### config.mk
export PLATFORM = sky130hd
export DESIGN_NAME = hex_text_to_bytes_parser_unit
export DESIGN_NICKNAME = d
export VERILOG_FILES = /design/src/rtl/hexp_pkg.sv /design/src/rtl/hexp_front.sv /design/src/rtl/hexp_fifo.sv /design/src/rtl/hexp_back.sv /design/src/rtl/hex_text_to_bytes_parser_unit.sv
export SDC_FILE = /design/constraint.sdc
export NUM_CORES = 1
export LEC_CHECK = 0
export BUFFER_PORTS_ARGS = -buffer_cell sky130_fd_sc_hd__buf_2
export CELL_PAD_IN_SITES_DETAIL_PLACEMENT = 1
export CELL_PAD_IN_SITES_GLOBAL_PLACEMENT = 1
export CORE_ASPECT_RATIO = 0.75
export CORE_MARGIN = 2
export CORE_UTILIZATION = 31
export CTS_BUF_LIST = sky130_fd_sc_hd__clkbuf_4 sky130_fd_sc_hd__clkbuf_8
export CTS_CLUSTER_SIZE = 30
export DETAILED_ROUTE_END_ITERATION = 12
export PLACE_DENSITY = 0.5
export SKIP_CTS_REPAIR_TIMING = 1
export SLEW_MARGIN = 30
export SYNTH_ARGS = -nofsm -noshare
export SYNTH_HDL_FRONTEND = slang
export SYNTH_HIERARCHICAL = 1
export SYNTH_SLANG_ARGS = --single-unit
### constraint.sdc
create_clock -name clock -period 5.6 [get_ports clock]
set_clock_uncertainty 0.05 [all_clocks]
set_input_delay 1.12 -clock clock [delete_from_list [all_inputs] [get_ports clock]]
set_output_delay 1.12 -clock clock [all_outputs]
set_load 0.03 [all_outputs]
### src/rtl/hexp_pkg.sv
// Shared types, constants and helpers for the hex text to bytes parser.
package hexp_pkg;

   localparam int INDEX_W = 15;
   localparam int LIMIT_W = 17;
   localparam int VALUE_W = 32;

   localparam logic [3:0] DIGIT_SAT = 4'd9;

   localparam logic CMD_CHAR = 1'b0;
   localparam logic CMD_EOF  = 1'b1;

   localparam logic [7:0] CHAR_NUL   = 8'h00;
   localparam logic [7:0] CHAR_TAB   = 8'h09;
   localparam logic [7:0] CHAR_LF    = 8'h0A;
   localparam logic [7:0] CHAR_CR    = 8'h0D;
   localparam logic [7:0] CHAR_SPACE = 8'h20;
   localparam logic [7:0] CHAR_HASH  = 8'h23;

   typedef enum logic [1:0] {
      KIND_DATA = 2'd0,
      KIND_LONG = 2'd1,
      KIND_BAD  = 2'd2,
      KIND_END  = 2'd3
   } kind_type;

   typedef enum logic [1:0] {
      TRAIL_NONE = 2'd0,
      TRAIL_BAD  = 2'd1,
      TRAIL_END  = 2'd2
   } trail_type;

   // One flushed token plus whatever the ending character reports.
   // value is left aligned: the first byte to send sits in [31:24].
   typedef struct packed {
      logic [2:0]         num_bytes;
      logic               too_long;
      trail_type          trail;
      logic [VALUE_W-1:0] value;
   } job_type;

   function automatic logic is_hex(input logic [7:0] c);
      return (c >= 8'h30 && c <= 8'h39) || (c >= 8'h41 && c <= 8'h46) ||
             (c >= 8'h61 && c <= 8'h66);
   endfunction

   function automatic logic [3:0] nibble_of(input logic [7:0] c);
      logic [7:0] d;
      if (c <= 8'h39) begin
         d = c - 8'h30;
      end else if (c <= 8'h46) begin
         d = c - 8'h37;
      end else begin
         d = c - 8'h57;
      end
      return d[3:0];
   endfunction

endpackage

### src/rtl/hexp_front.sv
// Front end: takes characters, builds hex tokens and queues flush jobs.
module hexp_front (
   input  logic             clock,
   input  logic             reset,
   input  logic             accept,
   input  logic             command,
   input  logic [7:0]       character,
   output logic             push,
   output hexp_pkg::job_type job
);
   import hexp_pkg::*;

   logic               comment_ff, comment_in;
   logic [3:0]         count_ff, count_in;
   logic [VALUE_W-1:0] value_ff, value_in;
   job_type            flush_job;
   logic               blank;
   logic               comment_start;

   always_comb begin
      flush_job.too_long = (count_ff >= DIGIT_SAT);
      flush_job.trail    = TRAIL_NONE;
      case (count_ff)
         4'd0: begin
            flush_job.num_bytes = 3'd0;
            flush_job.value     = value_ff;
         end
         4'd1, 4'd2: begin
            flush_job.num_bytes = 3'd1;
            flush_job.value     = {value_ff[7:0], 24'h0};
         end
         4'd3, 4'd4: begin
            flush_job.num_bytes = 3'd2;
            flush_job.value     = {value_ff[15:0], 16'h0};
         end
         4'd5, 4'd6, 4'd7, 4'd8: begin
            flush_job.num_bytes = 3'd4;
            flush_job.value     = value_ff;
         end
         default: begin
            flush_job.num_bytes = 3'd0;
            flush_job.value     = value_ff;
         end
      endcase
   end

   assign blank = (character == CHAR_SPACE) || (character == CHAR_TAB) ||
                  (character == CHAR_LF) || (character == CHAR_CR);
   assign comment_start = (character == CHAR_HASH) || (character == CHAR_NUL);

   always_comb begin
      comment_in = comment_ff;
      count_in   = count_ff;
      value_in   = value_ff;
      job        = flush_job;
      push       = 1'b0;
      if (accept) begin
         if (command == CMD_EOF) begin
            job.trail  = TRAIL_END;
            push       = 1'b1;
            comment_in = 1'b0;
            count_in   = 4'd0;
            value_in   = '0;
         end else if (comment_ff) begin
            if (character == CHAR_LF) begin
               comment_in = 1'b0;
            end
         end else if (is_hex(character)) begin
            value_in = {value_ff[VALUE_W-5:0], nibble_of(character)};
            if (count_ff < DIGIT_SAT) begin
               count_in = count_ff + 4'd1;
            end
         end else begin
            if (comment_start) begin
               comment_in = 1'b1;
            end else if (!blank) begin
               job.trail = TRAIL_BAD;
            end
            push     = (job.num_bytes != 3'd0) || job.too_long || (job.trail != TRAIL_NONE);
            count_in = 4'd0;
            value_in = '0;
         end
      end
   end

   always_ff @(posedge clock) begin
      if (reset) begin
         comment_ff <= 1'b0;
         count_ff   <= 4'd0;
         value_ff   <= '0;
      end else begin
         comment_ff <= comment_in;
         count_ff   <= count_in;
         value_ff   <= value_in;
      end
   end

endmodule

### src/rtl/hexp_fifo.sv
// Short job queue between the front end and the byte expander.
module hexp_fifo #(
   parameter int DEPTH = 4
) (
   input  logic              clock,
   input  logic              reset,
   input  logic              push,
   input  hexp_pkg::job_type push_job,
   input  logic              pop,
   output hexp_pkg::job_type head_job,
   output logic              empty,
   output logic              full
);
   import hexp_pkg::*;

   localparam int PTR_W = $clog2(DEPTH);
   localparam int CNT_W = $clog2(DEPTH + 1);

   job_type            slot_ff [DEPTH];
   logic [PTR_W-1:0]   wr_ptr_ff, wr_ptr_in;
   logic [PTR_W-1:0]   rd_ptr_ff, rd_ptr_in;
   logic [CNT_W-1:0]   count_ff, count_in;
   logic               do_push, do_pop;

   assign empty    = (count_ff == CNT_W'(0));
   assign full     = (count_ff == CNT_W'(DEPTH));
   assign do_push  = push && !full;
   assign do_pop   = pop && !empty;
   assign head_job = slot_ff[rd_ptr_ff];

   always_comb begin
      wr_ptr_in = wr_ptr_ff;
      rd_ptr_in = rd_ptr_ff;
      count_in  = count_ff;
      if (do_push) begin
         wr_ptr_in = (wr_ptr_ff == PTR_W'(DEPTH - 1)) ? '0 : wr_ptr_ff + PTR_W'(1);
      end
      if (do_pop) begin
         rd_ptr_in = (rd_ptr_ff == PTR_W'(DEPTH - 1)) ? '0 : rd_ptr_ff + PTR_W'(1);
      end
      case ({do_push, do_pop})
         2'b10:   count_in = count_ff + CNT_W'(1);
         2'b01:   count_in = count_ff - CNT_W'(1);
         default: count_in = count_ff;
      endcase
   end

   always_ff @(posedge clock) begin
      if (reset) begin
         wr_ptr_ff <= '0;
         rd_ptr_ff <= '0;
         count_ff  <= '0;
      end else begin
         wr_ptr_ff <= wr_ptr_in;
         rd_ptr_ff <= rd_ptr_in;
         count_ff  <= count_in;
      end
   end

   always_ff @(posedge clock) begin
      if (do_push) begin
         slot_ff[wr_ptr_ff] <= push_job;
      end
   end

endmodule

### src/rtl/hexp_back.sv
// Back end: expands queued jobs into result beats and holds the byte count.
module hexp_back #(
   parameter int MAX_PACKET_BYTES = 16384
) (
   input  logic                         clock,
   input  logic                         reset,
   input  logic [hexp_pkg::INDEX_W-1:0] packet_length,
   input  hexp_pkg::job_type            head_job,
   input  logic                         queue_empty,
   output logic                         pop,
   output logic                         rsp_valid,
   input  logic                         rsp_stall,
   output logic [1:0]                   rsp_kind,
   output logic [7:0]                   rsp_byte_value,
   output logic [hexp_pkg::INDEX_W-1:0] rsp_byte_index,
   output logic                         rsp_last
);
   import hexp_pkg::*;

   localparam logic [LIMIT_W-1:0] MaxLimit = LIMIT_W'(MAX_PACKET_BYTES);

   // current job
   logic               job_valid_ff, job_valid_in;
   logic [2:0]         rem_ff, rem_in;
   logic               long_ff, long_in;
   trail_type          trail_ff, trail_in;
   logic [VALUE_W-1:0] shift_ff, shift_in;
   logic [INDEX_W-1:0] written_ff, written_in;

   // output register
   logic               out_valid_ff, out_valid_in;
   kind_type           kind_ff, kind_in;
   logic [7:0]         byte_ff, byte_in;
   logic [INDEX_W-1:0] index_ff, index_in;
   logic               last_ff, last_in;

   logic [LIMIT_W-1:0] limit;
   logic [LIMIT_W-1:0] written_ext;
   logic               room;
   logic               data_ok;
   logic               has_result;
   logic               load;
   logic               emit;
   logic               emit_last;
   logic               job_done;

   assign limit = (LIMIT_W'(packet_length) < MaxLimit) ? LIMIT_W'(packet_length) : MaxLimit;
   assign written_ext = LIMIT_W'(written_ff);
   assign room        = written_ext < limit;
   assign data_ok     = (rem_ff != 3'd0) && room;
   assign has_result  = data_ok || long_ff || (trail_ff != TRAIL_NONE);
   assign load        = !out_valid_ff || !rsp_stall;
   assign emit        = job_valid_ff && has_result && load;

   always_comb begin
      kind_in   = kind_ff;
      byte_in   = byte_ff;
      index_in  = index_ff;
      emit_last = 1'b1;
      if (data_ok) begin
         kind_in   = KIND_DATA;
         byte_in   = shift_ff[VALUE_W-1 -: 8];
         index_in  = written_ff;
         // later bytes of this token are dropped once the packet is full
         emit_last = !long_ff && (trail_ff == TRAIL_NONE) &&
                     ((rem_ff == 3'd1) || ((written_ext + LIMIT_W'(1)) >= limit));
      end else if (long_ff) begin
         kind_in   = KIND_LONG;
         byte_in   = 8'h00;
         index_in  = '0;
         emit_last = (trail_ff == TRAIL_NONE);
      end else if (trail_ff == TRAIL_BAD) begin
         kind_in  = KIND_BAD;
         byte_in  = 8'h00;
         index_in = '0;
      end else begin
         kind_in  = KIND_END;
         byte_in  = 8'h00;
         index_in = written_ff;
      end
      last_in = emit_last;
   end

   // a job with nothing left to report retires without a beat
   assign job_done = job_valid_ff && (!has_result || (load && emit_last));
   assign pop      = (!job_valid_ff || job_done) && !queue_empty;

   always_comb begin
      job_valid_in = job_valid_ff;
      rem_in       = rem_ff;
      long_in      = long_ff;
      trail_in     = trail_ff;
      shift_in     = shift_ff;
      written_in   = written_ff;
      if (emit) begin
         if (data_ok) begin
            rem_in     = rem_ff - 3'd1;
            shift_in   = {shift_ff[VALUE_W-9:0], 8'h00};
            written_in = written_ff + INDEX_W'(1);
         end else if (long_ff) begin
            long_in = 1'b0;
         end else begin
            trail_in = TRAIL_NONE;
            if (trail_ff == TRAIL_END) begin
               written_in = '0;
            end
         end
      end
      if (!job_valid_ff || job_done) begin
         job_valid_in = !queue_empty;
         rem_in       = head_job.num_bytes;
         long_in      = head_job.too_long;
         trail_in     = head_job.trail;
         shift_in     = head_job.value;
      end
   end

   always_comb begin
      if (emit) begin
         out_valid_in = 1'b1;
      end else if (load) begin
         out_valid_in = 1'b0;
      end else begin
         out_valid_in = out_valid_ff;
      end
   end

   always_ff @(posedge clock) begin
      if (reset) begin
         job_valid_ff <= 1'b0;
         out_valid_ff <= 1'b0;
         written_ff   <= '0;
         long_ff      <= 1'b0;
         trail_ff     <= TRAIL_NONE;
         rem_ff       <= 3'd0;
      end else begin
         job_valid_ff <= job_valid_in;
         out_valid_ff <= out_valid_in;
         written_ff   <= written_in;
         long_ff      <= long_in;
         trail_ff     <= trail_in;
         rem_ff       <= rem_in;
      end
   end

   always_ff @(posedge clock) begin
      shift_ff <= shift_in;
      if (emit) begin
         kind_ff  <= kind_in;
         byte_ff  <= byte_in;
         index_ff <= index_in;
         last_ff  <= last_in;
      end
   end

   assign rsp_valid      = out_valid_ff;
   assign rsp_kind       = kind_ff;
   assign rsp_byte_value = byte_ff;
   assign rsp_byte_index = index_ff;
   assign rsp_last       = last_ff;

endmodule

### src/rtl/hex_text_to_bytes_parser_unit.sv
// Top level of the hex text to bytes parser: front end, job queue, expander.
//
//  channel  direction  handshake            payload
//  req      in         req_valid/req_stall  req_command, req_character
//  rsp      out        rsp_valid/rsp_stall  rsp_kind, rsp_byte_value, rsp_byte_index, rsp_last
//  csr      in         csr_write_enable     csr_packet_length
//
// One character beat is taken per cycle while the job queue has room.
// A flushed token leaves one result beat per cycle from the expander while rsp_stall is low (up to five per job).
// Result beats sit in an output register; a stall there backs up into the queue, and into req_stall once it is full.
// req_stall rises when the job queue is full. Synchronous reset, no clearing pass.
module hex_text_to_bytes_parser_unit #(
   parameter int MAX_PACKET_BYTES = 16384,
   parameter int QUEUE_DEPTH      = 4
) (
   input  logic                         clock,
   input  logic                         reset,
   input  logic                         req_valid,
   output logic                         req_stall,
   input  logic                         req_command,
   input  logic [7:0]                   req_character,
   output logic                         rsp_valid,
   input  logic                         rsp_stall,
   output logic [1:0]                   rsp_kind,
   output logic [7:0]                   rsp_byte_value,
   output logic [hexp_pkg::INDEX_W-1:0] rsp_byte_index,
   output logic                         rsp_last,
   input  logic                         csr_write_enable,
   input  logic [hexp_pkg::INDEX_W-1:0] csr_packet_length
);
   import hexp_pkg::*;

   logic [INDEX_W-1:0] packet_length_ff, packet_length_in;
   logic               accept;
   logic               push;
   logic               pop;
   job_type            push_job;
   job_type            head_job;
   logic               queue_empty;
   logic               queue_full;

   assign packet_length_in = csr_write_enable ? csr_packet_length : packet_length_ff;

   always_ff @(posedge clock) begin
      if (reset) begin
         packet_length_ff <= INDEX_W'(1024);
      end else begin
         packet_length_ff <= packet_length_in;
      end
   end

   assign req_stall = queue_full;
   assign accept    = req_valid && !queue_full;

   hexp_front u_front (
      .clock     (clock),
      .reset     (reset),
      .accept    (accept),
      .command   (req_command),
      .character (req_character),
      .push      (push),
      .job       (push_job)
   );

   hexp_fifo #(
      .DEPTH (QUEUE_DEPTH)
   ) u_fifo (
      .clock    (clock),
      .reset    (reset),
      .push     (push),
      .push_job (push_job),
      .pop      (pop),
      .head_job (head_job),
      .empty    (queue_empty),
      .full     (queue_full)
   );

   hexp_back #(
      .MAX_PACKET_BYTES (MAX_PACKET_BYTES)
   ) u_back (
      .clock          (clock),
      .reset          (reset),
      .packet_length  (packet_length_ff),
      .head_job       (head_job),
      .queue_empty    (queue_empty),
      .pop            (pop),
      .rsp_valid      (rsp_valid),
      .rsp_stall      (rsp_stall),
      .rsp_kind       (rsp_kind),
      .rsp_byte_value (rsp_byte_value),
      .rsp_byte_index (rsp_byte_index),
      .rsp_last       (rsp_last)
   );

   // data bytes never reach past the configured length
   assert property (@(posedge clock) disable iff (reset)
      (rsp_valid && rsp_kind == KIND_DATA) |-> (rsp_byte_index < packet_length_ff))
      else $error("data byte index beyond packet length");

   assert property (@(posedge clock) disable iff (reset)
      (rsp_valid && (rsp_kind == KIND_LONG || rsp_kind == KIND_BAD)) |->
      (rsp_byte_index == '0 && rsp_byte_value == 8'h00))
      else $error("warning beat carries nonzero payload");

   assert property (@(posedge clock) disable iff (reset)
      (rsp_valid && rsp_kind == KIND_END) |-> (rsp_last && rsp_byte_value == 8'h00))
      else $error("packet end beat not marked last");

   // a packet end restarts byte numbering
   assert property (@(posedge clock) disable iff (reset)
      (rsp_valid && !rsp_stall && rsp_kind == KIND_END) |=>
      (!rsp_valid || rsp_kind != KIND_DATA || rsp_byte_index == '0))
      else $error("byte index not restarted after packet end");

endmodule

Word level (Yosys, flattened, before mapping):

Memories as Yosys holds them, arrays and structs flattened. A register that Yosys moved wholly into a read port is not among the register bits.
Index checks and enable logic that the tools add are counted.

* $add $sub $neg: 11
* $mul: 0
* divide/modulo/power cells: 0
* magnitude comparators: 11
* eq/ne operators: 26
* shifts and indexed selects: 0
* mux-type cells: 63
* bitwise logic cells: 0
* reduce and logical (&&, ||, !) cells: 57

Operators with widths (number)
* 32-bit two-way mux: 6
* 15-bit two-way mux: 7
* 32-bit case mux with 2 select lines: 1
* 2-bit two-way mux: 17
* 8-bit by 4-bit equality test with 1-bit output (second input constant): 3
* 4-bit two-way mux: 6
* 1-bit two-way mux: 21
* 17-bit greater-or-equal comparator: 1
* 15-bit by 17-bit less-than comparator with 1-bit output: 1
* 15-bit by 1-bit adder with 16-bit output (second input constant): 1
* 4-bit by 3-bit equality test with 1-bit output (second input constant): 4
* 8-bit by 6-bit equality test with 1-bit output (second input constant): 2
* 8-bit by 7-bit greater-or-equal comparator with 1-bit output (second input constant): 2
* 8-bit by 7-bit less-or-equal comparator with 1-bit output (second input constant): 2
* 15-bit by 1-bit adder with 15-bit output (second input constant): 1
* 15-bit less-than comparator (second input constant): 1
* 1-bit logical AND: 14
* 1-bit logical OR: 14
* 2-bit nonzero test: 7
* 3-bit two-way mux: 3
* 3-bit case mux with 3 select lines: 1
* 3-bit AND reduction: 3
* 2-bit equality test (second input constant): 4
* 4-bit by 2-bit equality test with 1-bit output (second input constant): 2
* other kinds (26): 44

* flip-flop bits (word level): 140
* latch bits: 0
* bits in writable memories: 152
* bits in read-only memories: 0
* output and inout bits: 28
* word-level logic and storage cells: 188
* memories: 1

Memory list
* u_fifo.slot_ff: words 4, bits a word 38, read ports 1, clocked after Yosys merged registers in 1, write ports 1, RTL line hexp_fifo.sv:19 `job_type slot_ff [DEPTH];`

Logic depth before layout (Yosys ltp):

* word-level depth: 19
* depth in mapped cells: 25
* depth with buffers taken out: 21

Modules after synthesis:

Netlist, hierarchy kept.

Modules (own cells, without submodules)
* hexp_fifo: times used 1, cells an instance 252, area each 5974.5 um^2, seq. area each 4744.6 um^2
* hexp_back: times used 1, cells an instance 393, area each 4342.9 um^2, seq. area each 2202.1 um^2
* hexp_front: times used 1, cells an instance 268, area each 2117.0 um^2, seq. area each 740.7 um^2
* hex_text_to_bytes_parser_unit: times used 1, cells an instance 49, area each 550.5 um^2, seq. area each 300.3 um^2

Least setup slack after synthesis:

No wires, ideal clock.

* path type: reg-to-reg
* start point: register u_back.written_ff[0]
* end point: register u_fifo.count_ff[2]
* setup time: 70 ps
* data arrival time: 4765 ps
* path slack: 715 ps
* cell stages (with the launch flop): 23
* path through: dfxtp_1 ha_1 nand3_1 nor4_1 nand3_1 nor2_1 xor2_1 ha_1 nand4_1 or3_1 a32oi_1 a311o_1 buf_6 buf_6 nor2b_1 o31ai_1 inv_1 ha_1 inv_1 fa_1 xor2_1 or3_2 a21oi_1

* cells in the longest elaborated chain, start to end: 13
* elaborated cells between the ends (all ways): 20

Ends and longest elaborated chain
* from (decl): RTL line hexp_back.sv:28 `logic [INDEX_W-1:0] written_ff, written_in;`
* from (signal assigned): RTL line hexp_back.sv:139 `written_ff <= written_in;`
* 15-bit by 1-bit adder with 16-bit output: RTL line hexp_back.sv:66 `((rem_ff == 3'd1) || ((written_ext + LIMIT_W'(1)) >= limit));`
* 17-bit greater-or-equal comparator: RTL line hexp_back.sv:66
* 1-bit logical OR: RTL line hexp_back.sv:66
* 1-bit logical AND: RTL line hexp_back.sv:65 `emit_last = !long_ff && (trail_ff == TRAIL_NONE) &&`
* 1-bit two-way mux: RTL line hexp_back.sv:60 `if (data_ok) begin`
* 1-bit logical AND: RTL line hexp_back.sv:85 `assign job_done = job_valid_ff && (!has_result || (load && emit_last));`
* 1-bit logical OR *: RTL line hexp_back.sv:85
* 1-bit logical AND *: RTL line hexp_back.sv:85
* 1-bit logical OR *: RTL line hexp_back.sv:86 `assign pop = (!job_valid_ff || job_done) && !queue_empty;`
* 1-bit logical AND *: RTL line hexp_back.sv:86
* named net pop: RTL line hex_text_to_bytes_parser_unit.sv:36 `logic pop;`
* 1-bit logical AND *: RTL line hexp_fifo.sv:28 `assign do_pop = pop && !empty;`
* named net u_fifo.do_pop: RTL line hexp_fifo.sv:23 `logic do_push, do_pop;`
* 2-bit by 1-bit equality test with 1-bit output / 2-bit equality test (equally long branches): RTL line hexp_fifo.sv:41 `case ({do_push, do_pop})`
* 3-bit case mux with 2 select lines / 2-bit nonzero test (equally long branches)
* to (signal assigned): RTL line hexp_fifo.sv:56 `count_ff <= count_in;`
* to (decl): RTL line hexp_fifo.sv:22 `logic [CNT_W-1:0] count_ff, count_in;`

Mark *: on every way through the listed nets, which the timed path passes. The rest lies on a longest branch.
A chain may end at the register's enable or synchronous reset.

Worst setup path after layout:

Same ends and word-level chain as after synthesis.

==> impl_metrics.env <==
export IMPL_grt_usage_pct=14.95
export IMPL_start_util_pct=31.61
export IMPL_hold_start="packet_length_ff[6]"
export IMPL_arrival_ns=5.48
export IMPL_insertion_delay_ns=0.59
export IMPL_diodes=0
export IMPL_final_max_slew_viol_count=0
export IMPL_whs_ns=0.4524
export IMPL_peakVddDrop_v=0.0001778
export IMPL_path_class="reg -> reg"
export IMPL_pin_count=57
export IMPL_min_delay_worst_endpoint="packet_length_ff[6]"
export IMPL_ys_seq_area_share_pct=61.51
export IMPL_r2r_setup_slack_ns=0.57
export IMPL_rsz0062_at_grt="false"
export IMPL_power_w=0.006719
export IMPL_cap_violations=0
export IMPL_worstRegToRegCells=21
export IMPL_wl_per_cell_um=19.64
export IMPL_cts_tree="yes"
export IMPL_grt_pass1_vias=8237
export IMPL_swShare_pct=30.24
export IMPL_synth_warnings=6
export IMPL_ff_latch_area_mm2=0.007990
export IMPL_synthToLayoutAreaGrowth_pct=14.16
export IMPL_drt_first_pass_iters=5
export IMPL_tns_ns=0
export IMPL_avgSynthCellArea_um2=13.50
export IMPL_syn_cell_area_mm2=0.01298
export IMPL_syn_nets=1040
export IMPL_end_kind="register"
export IMPL_grt_overflow=0
export IMPL_place_ws_ns=0.5646
export IMPL_power_frac_seq_pct=45.8
export IMPL_setup_ws_ns=0.5735
export IMPL_vias=7874
export IMPL_fillers=4306
export IMPL_dp_hpwl_um=20750
export IMPL_setup_violations=0
export IMPL_ys_flop_type="edfxtp_1"
export IMPL_core_area_mm2=0.04108
export IMPL_clk_pin_slew_worst_paths_ns=0.07
export IMPL_fp_dieArea_mm2=0.04356
export IMPL_grt_pass1_wl_um=49620
export IMPL_port_buffer_count=56
export IMPL_synth_distinct_cells=75
export IMPL_instances_no_fill=1634
export IMPL_antenna_found_initial=0
export IMPL_yosys_area_top_type="edfxtp_1"
export IMPL_timing_final_crit_share_pct=89.76
export IMPL_ant_nets=0
export IMPL_via_per_inst=4.819
export IMPL_synth_area_top_cells="edfxtp_1 (49%), dfxtp_1 (13%), mux4_2 (6.6%)"
export IMPL_post_route_min_period_ns=5.027
export IMPL_drcViolationCount=0
export IMPL_grt_max_degree=57
export IMPL_comb_power_share_pct=25.1
export IMPL_cts_buffer_depth=3
export IMPL_path_max_fanout=7
export IMPL_netlist_instances=962
export IMPL_pwr_share_clk_pct=29.1
export IMPL_final_nets=1116
export IMPL_async_reset_ff_share_pct=0
export IMPL_synth_edf_count=210
export IMPL_hold_viol=0
export IMPL_placedCellCount=1548
export IMPL_cellPowerDensity_mw_per_mm2=453.3
export IMPL_cts_made_buffers=49
export IMPL_multi_input_area_mm2=0.004596
export IMPL_synth_top_cell_area_share_pct=48.56
export IMPL_hold_class="reg -> reg"
export IMPL_fmax_mhz=198.9
export IMPL_drive_above_1_share_pct=22.27
export IMPL_routed_wl_um=32090
export IMPL_dr_first_iter_drc_count=529
export IMPL_crit_required_ns=6.06
export IMPL_cts_root_buf="clkbuf_8"
export IMPL_die_h_um=181.2
export IMPL_die_w_um=240.3
export IMPL_leakage_nw=5.545
export IMPL_reg2reg_to="u_fifo/count_ff[2]"
export IMPL_startpoint_type="register"
export IMPL_worstMarginPinSlew_ns=0.8456
export IMPL_p_int_w=0.004687
export IMPL_ys_seq_elements=294
export IMPL_gp_congestion=0.7461
export IMPL_relSlewSlack_pct=42.17
export IMPL_rows=64
export IMPL_worstReg2RegStart="u_back/written_ff[0]"
export IMPL_whs_path_depth=2
export IMPL_htreeDepth=2
export IMPL_cts_sinks=294
export IMPL_status="finished clean"
export IMPL_power_switching_w=0.002032
per-layer routing:
metal | part of all wire (%) | GRT usage [%] | up-vias | wire length, um
met5 | 0 | 0 | - | 0
met4 | 2.0 | 4.050 | 0 | 634
met3 | 4.4 | 2.735 | 50 | 1403
met2 | 39 | 20.07 | 157 | 12470
met1 | 55 | 24.04 | 3889 | 17590
li1 | - | - | 3778 | -
registers in the layout, indices dropped and copies added (netlist names), 3 cells and up, named ones only:
signal and cells:
u_back/shift_ff 32, u_fifo/slot_ff 152, packet_length_ff 15, u_back/rsp_byte_value 8, u_back/rem_ff 3, u_front/count_ff 4, u_fifo/count_ff 3, u_back/rsp_byte_index 15
u_front/value_ff 32, u_back/written_ff 15
metrics by stage:
step                area (um^2)  util [%]
floorplan                 12990         -
global placement          13820     33.65
detailed placement        13830     33.66
CTS                       14820     36.08
global route              14820     36.08
finish                    14820     36.08
worst max path at each step:
stage                              start            endpoint  slack, ns
floorplan           u_back/written_ff[0]  u_fifo/count_ff[2]       0.72
global placement    u_back/written_ff[0]  u_fifo/count_ff[2]       0.71
detailed placement  u_back/written_ff[0]  u_fifo/count_ff[2]       0.56
CTS                 u_back/written_ff[0]  u_fifo/count_ff[2]       0.52
global route        u_back/written_ff[0]  u_fifo/count_ff[2]       0.02
finish              u_back/written_ff[0]  u_fifo/count_ff[2]       0.57
placed cells by master, fill, tap and decap left out, types with 27 or more instances in the layout:
cell,n
a21oi_1,34
a22oi_1,41
and2_1,27
buf_2,56
clkbuf_8,53
dfxtp_1,82
edfxtp_1,210
ha_1,48
inv_1,29
mux4_2,38
nand2_1,66
nor2_1,82
o21ai_0,33
layout make-up:
cell class              count  share of cell area (%)
flip-flops and latches    294                   53.90
multi-input cells         589                   31.00
clock buffers              73                   5.934
well taps                 561                   4.735
repair buffers             74                   2.887
clock inverters            13                  0.7766
inverters                  30                  0.7597
worst max-delay path: stages, from the launching register on:
cell	delay, ns
dfxtp_1	0.46
ha_1	0.28
nand3_1	0.23
nor4_1	0.33
buf_4	0.18
nand3_1	0.15
nor2_1	0.27
xor2_1	0.11
ha_1	0.31
nand4_1	0.15
or3_1	0.38
a32oi_1	0.20
a311o_2	0.17
nor2b_1	0.15
o31ai_1	0.14
inv_1	0.09
ha_1	0.17
inv_1	0.06
fa_1	0.37
xor2_1	0.16
or3_2	0.41
a21oi_1	0.14
cells in the mapped netlist (25+ instances only):
library cell / n
ha_1: 48
mux2_2: 25
a21oi_1: 35
dfxtp_1: 84
o21ai_0: 34
a22oi_1: 41
mux4_2: 38
inv_1: 29
nand2_1: 66
nor2_1: 83
and2_1: 27
edfxtp_1: 210
kinds of logic after synthesis:
group / count (synthesis) / share of synthesized area [%]
simple gates: 286 / 11.19
fa+ha+maj: 49 / 4.779
compound gates: 154 / 7.824
buf+inv: 79 / 3.199
flops: 294 / 61.51
mux: 84 / 10.42
xor+xnor: 16 / 1.079
power groups by stage:
stage / sequential, W / clock, W / combinational [W]
finish: 0.00308 / 0.00195 / 0.00169
global route: 0.00313 / 0.00213 / 0.00187
CTS: 0.00309 / 0.00203 / 0.00172
detailed placement: 0.00313 / 0 / 0.00171
global placement: 0.00312 / 0 / 0.00171
floorplan: 0.00317 / 0 / 0.00115
Note: power is estimated with default switching activity, not from simulation.
